--- src/hw/rtl/plid_pkg.sv ---
// Shared types, constants and helpers for the positional list block.
// Used by plid_cell, plid_chain and positional_list_insert_delete; no dependencies.
package plid_pkg;

  localparam int CAPACITY  = 32;
  localparam int IDX_W     = $clog2(CAPACITY);
  localparam int CNT_W     = $clog2(CAPACITY + 1);
  localparam int ENTRY_W   = 32;
  localparam int POS_W     = 8;
  localparam int OUT_CNT_W = 6;
  localparam int CMP_W     = ((CNT_W > POS_W) ? CNT_W : POS_W) + 1;

  typedef logic signed [ENTRY_W-1:0] entry_t;
  typedef logic [CNT_W-1:0]          count_t;
  typedef logic [IDX_W-1:0]          index_t;

  localparam logic [1:0] KIND_INSERT = 2'd0;
  localparam logic [1:0] KIND_DELETE = 2'd1;
  localparam logic [1:0] KIND_LIST   = 2'd2;

  localparam logic [1:0] STATUS_OK     = 2'd0;
  localparam logic [1:0] STATUS_BADPOS = 2'd1;
  localparam logic [1:0] STATUS_FULL   = 2'd2;
  localparam logic [1:0] STATUS_EMPTY  = 2'd3;

  // Operation broadcast along the chain.
  typedef enum logic [1:0] {
    OP_HOLD   = 2'd0,
    OP_INSERT = 2'd1,
    OP_DELETE = 2'd2,
    OP_ROTATE = 2'd3
  } chain_op_t;

  // Source that one cell loads in the next cycle.
  typedef enum logic [2:0] {
    SEL_HOLD = 3'd0,
    SEL_LOAD = 3'd1,
    SEL_LO   = 3'd2,
    SEL_HI   = 3'd3,
    SEL_HEAD = 3'd4
  } cell_sel_t;

  typedef struct packed {
    chain_op_t op;
    index_t    pos;
    count_t    total;
  } chain_ctrl_t;

  // Fits a count into the 6-bit result field, padding or masking as needed.
  function automatic logic [OUT_CNT_W-1:0] to_count_field(input count_t c);
    logic [CNT_W+OUT_CNT_W-1:0] wide;
    wide = {{OUT_CNT_W{1'b0}}, c};
    return wide[OUT_CNT_W-1:0];
  endfunction

endpackage

--- src/hw/rtl/positional_list_insert_delete.sv ---
// Top level of the bounded positional list: command port, sequencer and cell chain.
// Depends on plid_pkg and plid_chain.
module positional_list_insert_delete (
  input  logic                  clk,
  input  logic                  rst_n,
  input  logic                  start,
  output logic                  busy,
  input  logic [1:0]            in_kind,
  input  logic signed [7:0]     in_position,
  input  logic signed [31:0]    in_item_value,
  output logic                  out_valid,
  output logic [1:0]            out_status,
  output logic signed [31:0]    out_entry_value,
  output logic [5:0]            out_entry_count,
  output logic                  out_last
);
  import plid_pkg::*;

  // The list is held in a row of CAPACITY cells. An insert or delete shifts
  // every affected cell in the cycle the item is accepted, so insert, delete,
  // a rejected item and a list request on an empty list all leave busy low and
  // give their single result, marked by out_valid, in the next cycle. A list
  // request on a list of N entries rotates the occupied cells one step per
  // cycle: busy stays high while the sequencer is in the list state, and the
  // N results follow one per cycle, each registered from the head cell as the
  // list state steps, with out_last on the final one. After N steps the
  // rotation has returned every entry to its place. The result port has no
  // backpressure: a result is on the ports for exactly one cycle and must be
  // taken then. An item with kind 3 is accepted and dropped with no result.

  typedef enum logic [1:0] {
    ST_IDLE = 2'b01,
    ST_LIST = 2'b10
  } state_t;

  state_t      state_r, state_nxt;
  count_t      total_r, total_nxt;
  count_t      idx_r, idx_nxt;
  logic        out_valid_r, out_valid_nxt;
  logic [1:0]  out_status_r, out_status_nxt;
  entry_t      out_value_r, out_value_nxt;
  logic [5:0]  out_count_r, out_count_nxt;
  logic        out_last_r, out_last_nxt;

  chain_ctrl_t ctrl;
  entry_t      head;

  logic             accept;
  logic             pos_neg;
  logic [CMP_W-1:0] pos_ext;
  logic [CMP_W-1:0] tot_ext;
  logic             list_last;

  assign accept    = start && (state_r == ST_IDLE);
  assign pos_neg   = in_position[POS_W-1];
  assign pos_ext   = CMP_W'(in_position[POS_W-2:0]);
  assign tot_ext   = CMP_W'(total_r);
  assign list_last = ((idx_r + CNT_W'(1)) == total_r);

  always_comb begin
    state_nxt      = state_r;
    total_nxt      = total_r;
    idx_nxt        = idx_r;
    out_valid_nxt  = 1'b0;
    out_status_nxt = STATUS_OK;
    out_value_nxt  = '0;
    out_count_nxt  = to_count_field(total_r);
    out_last_nxt   = 1'b1;
    ctrl.op        = OP_HOLD;
    ctrl.pos       = in_position[IDX_W-1:0];
    ctrl.total     = total_r;

    case (state_r)
      ST_IDLE: begin
        if (accept) begin
          case (in_kind)
            KIND_INSERT: begin
              out_valid_nxt = 1'b1;
              if (pos_neg || pos_ext > tot_ext) begin
                out_status_nxt = STATUS_BADPOS;
              end else if (total_r == count_t'(CAPACITY)) begin
                out_status_nxt = STATUS_FULL;
              end else begin
                ctrl.op       = OP_INSERT;
                total_nxt     = total_r + CNT_W'(1);
                out_count_nxt = to_count_field(total_nxt);
              end
            end
            KIND_DELETE: begin
              out_valid_nxt = 1'b1;
              if (pos_neg || pos_ext >= tot_ext) begin
                out_status_nxt = STATUS_BADPOS;
              end else begin
                ctrl.op       = OP_DELETE;
                total_nxt     = total_r - CNT_W'(1);
                out_count_nxt = to_count_field(total_nxt);
              end
            end
            KIND_LIST: begin
              if (total_r == '0) begin
                out_valid_nxt  = 1'b1;
                out_status_nxt = STATUS_EMPTY;
              end else begin
                state_nxt = ST_LIST;
                idx_nxt   = '0;
              end
            end
            default: ;
          endcase
        end
      end
      ST_LIST: begin
        // Emit the head entry and rotate the occupied cells by one.
        ctrl.op       = OP_ROTATE;
        out_valid_nxt = 1'b1;
        out_value_nxt = head;
        out_last_nxt  = list_last;
        idx_nxt       = idx_r + CNT_W'(1);
        if (list_last) begin
          state_nxt = ST_IDLE;
        end
      end
      default: state_nxt = ST_IDLE;
    endcase
  end

  always_ff @(posedge clk) begin
    if (!rst_n) begin
      state_r     <= ST_IDLE;
      total_r     <= '0;
      idx_r       <= '0;
      out_valid_r <= 1'b0;
    end else begin
      state_r     <= state_nxt;
      total_r     <= total_nxt;
      idx_r       <= idx_nxt;
      out_valid_r <= out_valid_nxt;
    end
  end

  always_ff @(posedge clk) begin
    out_status_r <= out_status_nxt;
    out_value_r  <= out_value_nxt;
    out_count_r  <= out_count_nxt;
    out_last_r   <= out_last_nxt;
  end

  plid_chain u_chain (
    .clk      (clk),
    .ctrl     (ctrl),
    .load_val (in_item_value),
    .head     (head)
  );

  assign busy            = (state_r != ST_IDLE);
  assign out_valid       = out_valid_r;
  assign out_status      = out_status_r;
  assign out_entry_value = out_value_r;
  assign out_entry_count = out_count_r;
  assign out_last        = out_last_r;

endmodule

--- src/hw/rtl/plid_cell.sv ---
// One storage cell of the list chain: a 32-bit entry and its input selector.
// Depends on plid_pkg.
module plid_cell (
  input  logic                clk,
  input  plid_pkg::cell_sel_t sel,
  input  plid_pkg::entry_t    load_val,
  input  plid_pkg::entry_t    lo_val,
  input  plid_pkg::entry_t    hi_val,
  input  plid_pkg::entry_t    head_val,
  output plid_pkg::entry_t    data
);
  import plid_pkg::*;

  entry_t data_r;
  entry_t data_nxt;

  always_comb begin
    case (sel)
      SEL_LOAD: data_nxt = load_val;
      SEL_LO:   data_nxt = lo_val;
      SEL_HI:   data_nxt = hi_val;
      SEL_HEAD: data_nxt = head_val;
      default:  data_nxt = data_r;
    endcase
  end

  always_ff @(posedge clk) begin
    data_r <= data_nxt;
  end

  assign data = data_r;

endmodule

--- src/hw/rtl/plid_chain.sv ---
// Row of CAPACITY list cells with per-cell source selection.
// Depends on plid_pkg and plid_cell.
module plid_chain (
  input  logic                  clk,
  input  plid_pkg::chain_ctrl_t ctrl,
  input  plid_pkg::entry_t      load_val,
  output plid_pkg::entry_t      head
);
  import plid_pkg::*;

  entry_t data [CAPACITY];

  for (genvar i = 0; i < CAPACITY; i++) begin : g_cell
    localparam index_t MY_IDX  = IDX_W'(i);
    localparam count_t NEXT_CT = CNT_W'(i + 1);

    cell_sel_t sel;
    entry_t    lo_val;
    entry_t    hi_val;

    if (i == 0) begin : g_first
      assign lo_val = '0;
    end else begin : g_mid_lo
      assign lo_val = data[i-1];
    end

    if (i == CAPACITY - 1) begin : g_last
      assign hi_val = data[i];
    end else begin : g_mid_hi
      assign hi_val = data[i+1];
    end

    always_comb begin
      sel = SEL_HOLD;
      case (ctrl.op)
        OP_INSERT: begin
          if (MY_IDX == ctrl.pos) begin
            sel = SEL_LOAD;
          end else if (MY_IDX > ctrl.pos) begin
            sel = SEL_LO;
          end
        end
        OP_DELETE: begin
          if (MY_IDX >= ctrl.pos && i != CAPACITY - 1) begin
            sel = SEL_HI;
          end
        end
        OP_ROTATE: begin
          // Entries below the tail move toward the head; the tail takes the head.
          if (NEXT_CT < ctrl.total) begin
            sel = SEL_HI;
          end else if (NEXT_CT == ctrl.total) begin
            sel = SEL_HEAD;
          end
        end
        default: sel = SEL_HOLD;
      endcase
    end

    plid_cell u_cell (
      .clk      (clk),
      .sel      (sel),
      .load_val (load_val),
      .lo_val   (lo_val),
      .hi_val   (hi_val),
      .head_val (data[0]),
      .data     (data[i])
    );
  end

  assign head = data[0];

endmodule
--- config.mk ---
export PLATFORM = sky130hd
export DESIGN_NAME = positional_list_insert_delete
export DESIGN_NICKNAME = d
export VERILOG_FILES = /design/src/hw/rtl/plid_pkg.sv /design/src/hw/rtl/positional_list_insert_delete.sv /design/src/hw/rtl/plid_cell.sv /design/src/hw/rtl/plid_chain.sv
export SDC_FILE = /design/constraint.sdc
export NUM_CORES = 2
export LEC_CHECK = 0
export BUFFER_PORTS_ARGS = -buffer_cell sky130_fd_sc_hd__buf_4
export CAP_MARGIN = 20
export CORE_ASPECT_RATIO = 1.4
export CORE_MARGIN = 5
export CORE_UTILIZATION = 35
export CTS_BUF_LIST = sky130_fd_sc_hd__clkbuf_8
export CTS_CLUSTER_DIAMETER = 150
export DETAILED_ROUTE_END_ITERATION = 8
export PLACE_DENSITY_LB_ADDON = 0.12
export SETUP_SLACK_MARGIN = 0.5
export SLEW_MARGIN = 20
export SYNTH_ARGS = -nofsm -noshare
export SYNTH_HDL_FRONTEND = slang
export SYNTH_SLANG_ARGS = --single-unit
--- constraint.sdc ---
create_clock -name clk -period 10.5 [get_ports clk]
set_input_delay 1.05 -clock clk [delete_from_list [all_inputs] [get_ports clk]]
set_output_delay 1.05 -clock clk [all_outputs]
set_load 0.01 [all_outputs]
---- Yosys cells after proc, flatten, opt, wreduce, memory -nomap -nowiden ----
Index checks and enable logic that the tools add are counted.
operators by class
  $add $sub $neg .......................... 3
  $lt $le $gt $ge ......................... 97
  equal/unequal tests ..................... 203
  muxes and demuxes ....................... 253
  reductions and logical operators ........ 44
operator list
  operator            number
  $pmux 32 s4         29
  $pmux 32 s3         3
  $mux 3              94
  $pmux 3 s3          31
  $eq 3x2->1 const B  63
  $mux 2              74
  $reduce_bool 4->1   29
  $eq 3x1->1 const B  32
  $eq 5x6->1 const A  16
  $lt 5x6->1 const A  16
  $eq 3x3->1 const B  31
  $eq 5x5->1 const A  16
  $gt 5x5->1 const A  16
  $ge 5x5->1 const A  15
  $eq 4x6->1 const A  8
  $lt 4x6->1 const A  8
  $mux 6              8
  $eq 4x5->1 const A  8
  $ge 4x5->1 const A  8
  $gt 4x5->1 const A  8
  $eq 3x6->1 const A  4
  $lt 3x6->1 const A  4
  $pmux 6 s2          2
  $eq 3x5->1 const A  4
  39 further kinds    73
storage, ports and cells
  bits in registers ....................... 1080
  bits of input ports ..................... 45
  output and inout port bits .............. 43

---- Logic depth before layout (Yosys ltp) ----
  word-level depth ........................ 11
  depth in mapped cells ................... 15

---- By module ----
A second synthesis with hierarchy kept.
second synthesis, totals
  cell total of the unflattened synthesis .. 5320
  area total of the unflattened synthesis .. 65332.7 µm²
modules (own cells, without submodules)
  module                         instances  cells each  area an instance (µm²)  seq. area each (µm²)
  plid_cell                      32         147         1905.6                  960.9
  positional_list_insert_delete  1          266         2451.1                  1121.1
  plid_chain                     1          350         1903.1                  0.0

---- Worst setup path before layout ----
Ideal clock, no wire load.
  path kind ............................... input -> register
  from .................................... in in_position[5]
  to ...................................... reg u_chain.g_cell[26].u_cell.data_r[0] (enable)
  setup time .............................. 0.510 ns
  data arrival time ....................... 6.215 ns
  required time ........................... 9.990 ns
  path slack .............................. 3.775 ns
  cell stages on the path ................. 10
  path through ............................ ha_1 -> and4b_1 -> buf_2 -> nand4_2 -> a21oi_1 -> clkbuf_1 -> nand3_1 -> buf_2 -> buf_1 -> o41ai_1
between the ends
  word-level cells in the longest chain between the ends .. 10
  elaborated cells on any way between the ends .. 18
  classes of those cells .................. 2 x order compare; 7 x eq/ne; 6 x mux; 3 x reduce/logical
ends and longest elaborated chain
  element                                   line                                                                      RTL
  from (decl)                               positional_list_insert_delete.sv:9                                        input logic signed [7:0] in_position,
  $gt 7x6->1 or $ge 7x6->1 (tied branches)  positional_list_insert_delete.sv:79, positional_list_insert_delete.sv:91
  $logic_or 1x1->1 (on tied branches)       positional_list_insert_delete.sv:79, positional_list_insert_delete.sv:91
  $mux 1 or $mux 2 (tied branches)          positional_list_insert_delete.sv:79, positional_list_insert_delete.sv:91
  $pmux 2 s2 *                              positional_list_insert_delete.sv:76                                       case (in_kind)
  $mux 2 *                                  positional_list_insert_delete.sv:75                                       if (accept) begin
  $pmux 2 s2 *                              positional_list_insert_delete.sv:73                                       case (state_r)
  $eq 2x2->1 or $eq 2x1->1 (tied branches)  plid_chain.sv:35                                                          case (ctrl.op)
  $pmux 3 s3 *                              plid_chain.sv:35
  $eq 3x3->1 (tied with other cells)        plid_cell.sv:18                                                           case (sel)
  $reduce_bool 4->1 (no source line) *      -
  to (signal assigned)                      plid_cell.sv:28                                                           data_r <= data_nxt;
  to (decl)                                 plid_cell.sv:14                                                           entry_t data_r;
Mark *: on every way between the ends. The rest lies on a longest branch, timed or not.
A chain may end at the register's enable or synchronous reset.

---- Worst setup path after layout ----
  from .................................... reg total_r[4]
  to ...................................... reg u_chain.g_cell[28].u_cell.data_r[18], data pin
between the ends
  word-level cells in the longest chain between the ends .. 10
  elaborated cells on any way between the ends .. 24
  classes of those cells .................. 3 x order compare; 9 x eq/ne; 10 x mux; 2 x reduce/logical
ends and longest elaborated chain
  element                                     line                                                                      RTL
  from (decl)                                 positional_list_insert_delete.sv:37                                       count_t total_r, total_nxt;
  from (signal assigned)                      positional_list_insert_delete.sv:135                                      total_r <= total_nxt;
  $gt 7x6->1 (tied with other cells)          positional_list_insert_delete.sv:79                                       if (pos_neg || pos_ext > tot_ext) begin
  $logic_or 1x1->1 (tied with other cells)    positional_list_insert_delete.sv:79
  $mux 1 or $mux 2 (tied branches)            positional_list_insert_delete.sv:79, positional_list_insert_delete.sv:91
  $pmux 2 s2                                  positional_list_insert_delete.sv:76
  $mux 2                                      positional_list_insert_delete.sv:75
  $pmux 2 s2                                  positional_list_insert_delete.sv:73
  $eq 2x2->1 or $eq 2x1->1 (tied branches)    plid_chain.sv:35
  $pmux 3 s3 *                                plid_chain.sv:35
  $eq 3x3->1 (tied with other cells)          plid_cell.sv:18
  $pmux 32 s4 *                               plid_cell.sv:18
  via u_chain.g_cell[28].u_cell.data_nxt[18]  plid_cell.sv:15                                                           entry_t data_nxt;
  to (signal assigned)                        plid_cell.sv:28
  to (decl)                                   plid_cell.sv:14
Mark *: on every way through the listed nets, which the timed path passes. The rest lies on a longest branch.

==> results.ini <==
[power_and_ir_drop]
p_total_mw=9.50
comb_power_share=0.099
internal_power_mw=6.87
swShare=0.278
p_clk_frac=0.390
seq_power_share=0.510
p_per_area_nw_per_um2=142
vdd_drop_max_uv=106
p_leak_nw=21.0
p_switching_mw=2.64

[clock_network]
cts_resized=0
cts_buffer_depth=3
clk_latency_ps=970
htreeDepth=4
post_cts_buffers=0
cts_sinks=1080
cts_tree=built
clkTransAtPathRegs_ps=70
root_buffer=clkbuf_8
holdBufCountCts=0
cts_made_buffers=180

[setup_path]
critPathKind=reg -> reg
path_max_fanout=61
worstSetupEndpoint=u_chain.g_cell[28].u_cell.data[18]
r2r_setup_slack_ps=4570
endpoint_kind=flop
worstSetupStartpointType=flop
r2r-start=total_r[4]
critPathLaunch=total_r[4]
ff2ff_path_depth=11
critical_path_arrival_ps=6560
r2r-end=u_chain.g_cell[28].u_cell.data[18]
crit_required_ps=11120

[routing]
final_antenna_net_count=0
post_drt_wl_per_cell_um=41.4
drc=4
vias_per_cell=7.06
drt_iter0_markers=8004
vias=52900
routed_wl_um=310000
dr.pass1.iters=8

[layout]
syn_to_final_growth_pct=11.2
drive_gt1_frac=0.156
final_nets=5128
n_fill_cell=16400
stdcell_area_um2=66800

[floorplan]
coreArea_um2=170000
dieArea_um2=180000
num_rows=179
initial_utilization=0.353
fp.dieW_um=360
num_io_pins=88
die_h_um=500

[global_routing]
grt_start_max_net_pins=69
antenna_found_initial=13
gr-usage-all-layers=0.328
grt_pass1_wl_um=420000
grt_pass1_vias=50700
overflow=0

[sta]
final.period_utilization=0.565
finClkSkew_ps=53.7
relSlewSlack=0.180
finalMaxSlewViolations=0
tightest_slew_ps=1230
hold-worst-slack_ps=424
hold_viol_final=0
finalSetupViolations=0
fin_ws_ps=4570
fmax_mhz=169
rsz0062_at_grt=false
fin_crit_ps=5930
setup_tns_ps=0

[outcome]
violations=design-rule violations
status=finished, violations left

[synth]
seq_area_frac_synth=0.531
synth_cells=5271
synth_edf_count=1024
ys_warn_count=0
syn_avg_cell_area_um2=11.4
synthArstFlopShare=0
synth_most_common_cell=edfxtp_1
ys.flop_type=edfxtp_1
synth_compound_gate_area_share=0.292
synth_top_family_by_area=compound AO/OA/AOI/OAI gates
yosysTopAreaCell=edfxtp_1
synth_area_um2=60000
synthMuxAreaShare=0.0257
ys_ff_latch=1080
syn_nets=5329
synth_fa_ha_area_frac=0.00271
synth-simple-area-share=0.0921
synth_xor_area_frac=0.00154
yosysTopAreaCellShare=0.512
synth_area_leaders=edfxtp_1, a221o_1, a22o_1, a22oi_1, clkbuf_1
netlist_top_cells_count=edfxtp_1, clkbuf_1, a221o_1, nand2_1, a22oi_1
yosys.cell_types.count=87

[min_path]
hold_class=in -> reg
hold_depth=3

[placement]
port_buffers=87
hpwl_um=201000
dpl-instance-area_um2=63300
dp_slack_ps=4650
place.gp.congestion=0.976

[run]
cap_violations=0

-- routing by layer --
layer  wire, um  up-vias  global-route usage
met5         11        -                   0
li1           -    21300                   -
met2     138000     3645               0.504
met4      30000        2               0.263
met3      28900      960              0.0735
met1     113000    27000               0.397
-- how the worst min path moves through the flow --
stage / startpoint / end
floorplan: state_r[0] / state_r[0]
global placement: state_r[0] / state_r[0]
detailed placement: state_r[0] / state_r[0]
CTS: rst_n / total_r[5]
global route: rst_n / total_r[5]
finish: rst_n / total_r[5]
-- power groups by stage --
| stage | clock network [mW] | logic, mW | registers (mW) |
|---|---|---|---|
| after detailed placement | 0 | 0.904 | 4.94 |
| after floorplan | 0 | 0.515 | 4.92 |
| after global placement | 0 | 0.887 | 4.94 |
| after CTS | 3.76 | 0.906 | 4.85 |
| after global routing | 3.92 | 0.971 | 4.85 |
| final | 3.71 | 0.943 | 4.85 |
-- layout by cell type (no fill, tap or decap), drive strengths merged, types with 13 or more instances in the layout --
cell type / n
clkinv: 56
a21o: 14
nor2: 63
a21oi: 30
o21ai: 180
a32oi: 32
a22o: 264
o311ai: 28
ha: 13
o211ai: 120
nand3: 121
a211oi: 47
o31ai: 14
inv: 152
mux2i: 74
nand2: 429
a221o: 502
a31oi: 179
a22oi: 293
a2bb2oi: 35
mux2: 71
buf: 340
nor3: 171
a221oi: 122
o221ai: 16
a211o: 28
nor4: 27
o221a: 141
nand2b: 13
diode: 13
clkbuf: 200
dfxtp: 56
and2: 214
or3: 17
edfxtp: 1024
-- kinds of logic (layout without fill, tap and decap cells) --
group / Yosys count / in the layout
AO/OA/AOI/OAI: 2097 / 2097
flip-flops: 1080 / 1080
multiplexers: 145 / 145
XOR/XNOR: 9 / 9
AND/OR/NAND/NOR: 1112 / 1112
buffers and inverters: 815 / 754
adder cells (fa/ha/maj): 13 / 13
other: 0 / 13
-- critical path, cell delays in order, from the launching register on --
cell     delay [ps]
dfxtp_1         790
inv_1           300
ha_1            370
and4b_1         370
nand4_2         230
o211a_2         190
buf_4           270
nor3_4          420
buf_4           670
buf_4           660
a21o_1          950
a31oi_1         210
-- state kept, by name, indices dropped and copies added, names as in the netlist --
name	count
total_r	6
out_valid	1
out_entry_count	6
u_chain.g_cell.u_cell.data	1024
out_last	1
out_entry_value	32
out_status	2
state_r	2
idx_r	6
-- area by class of cell --
type                    instances  area (um^2)  share of cell area
flip-flops and latches       1080        31900               0.477
inverters                      92          347             0.00519
multi-input cells            3376        25600               0.384
clock inverters               122          588             0.00881
clock buffers                 200         2750              0.0412
well taps                    2262         2830              0.0424
repair buffers                340         2700              0.0405
diodes                         13         32.5            0.000487
-- stage by stage --
stage	cells	utilization
after floorplan	5271	-
after global placement	7140	0.371
after detailed placement	7148	0.372
after CTS	7470	0.392
after global routing	7477	0.392
final	7485	0.392
No activity file was read; power rests on OpenSTA's default activity.
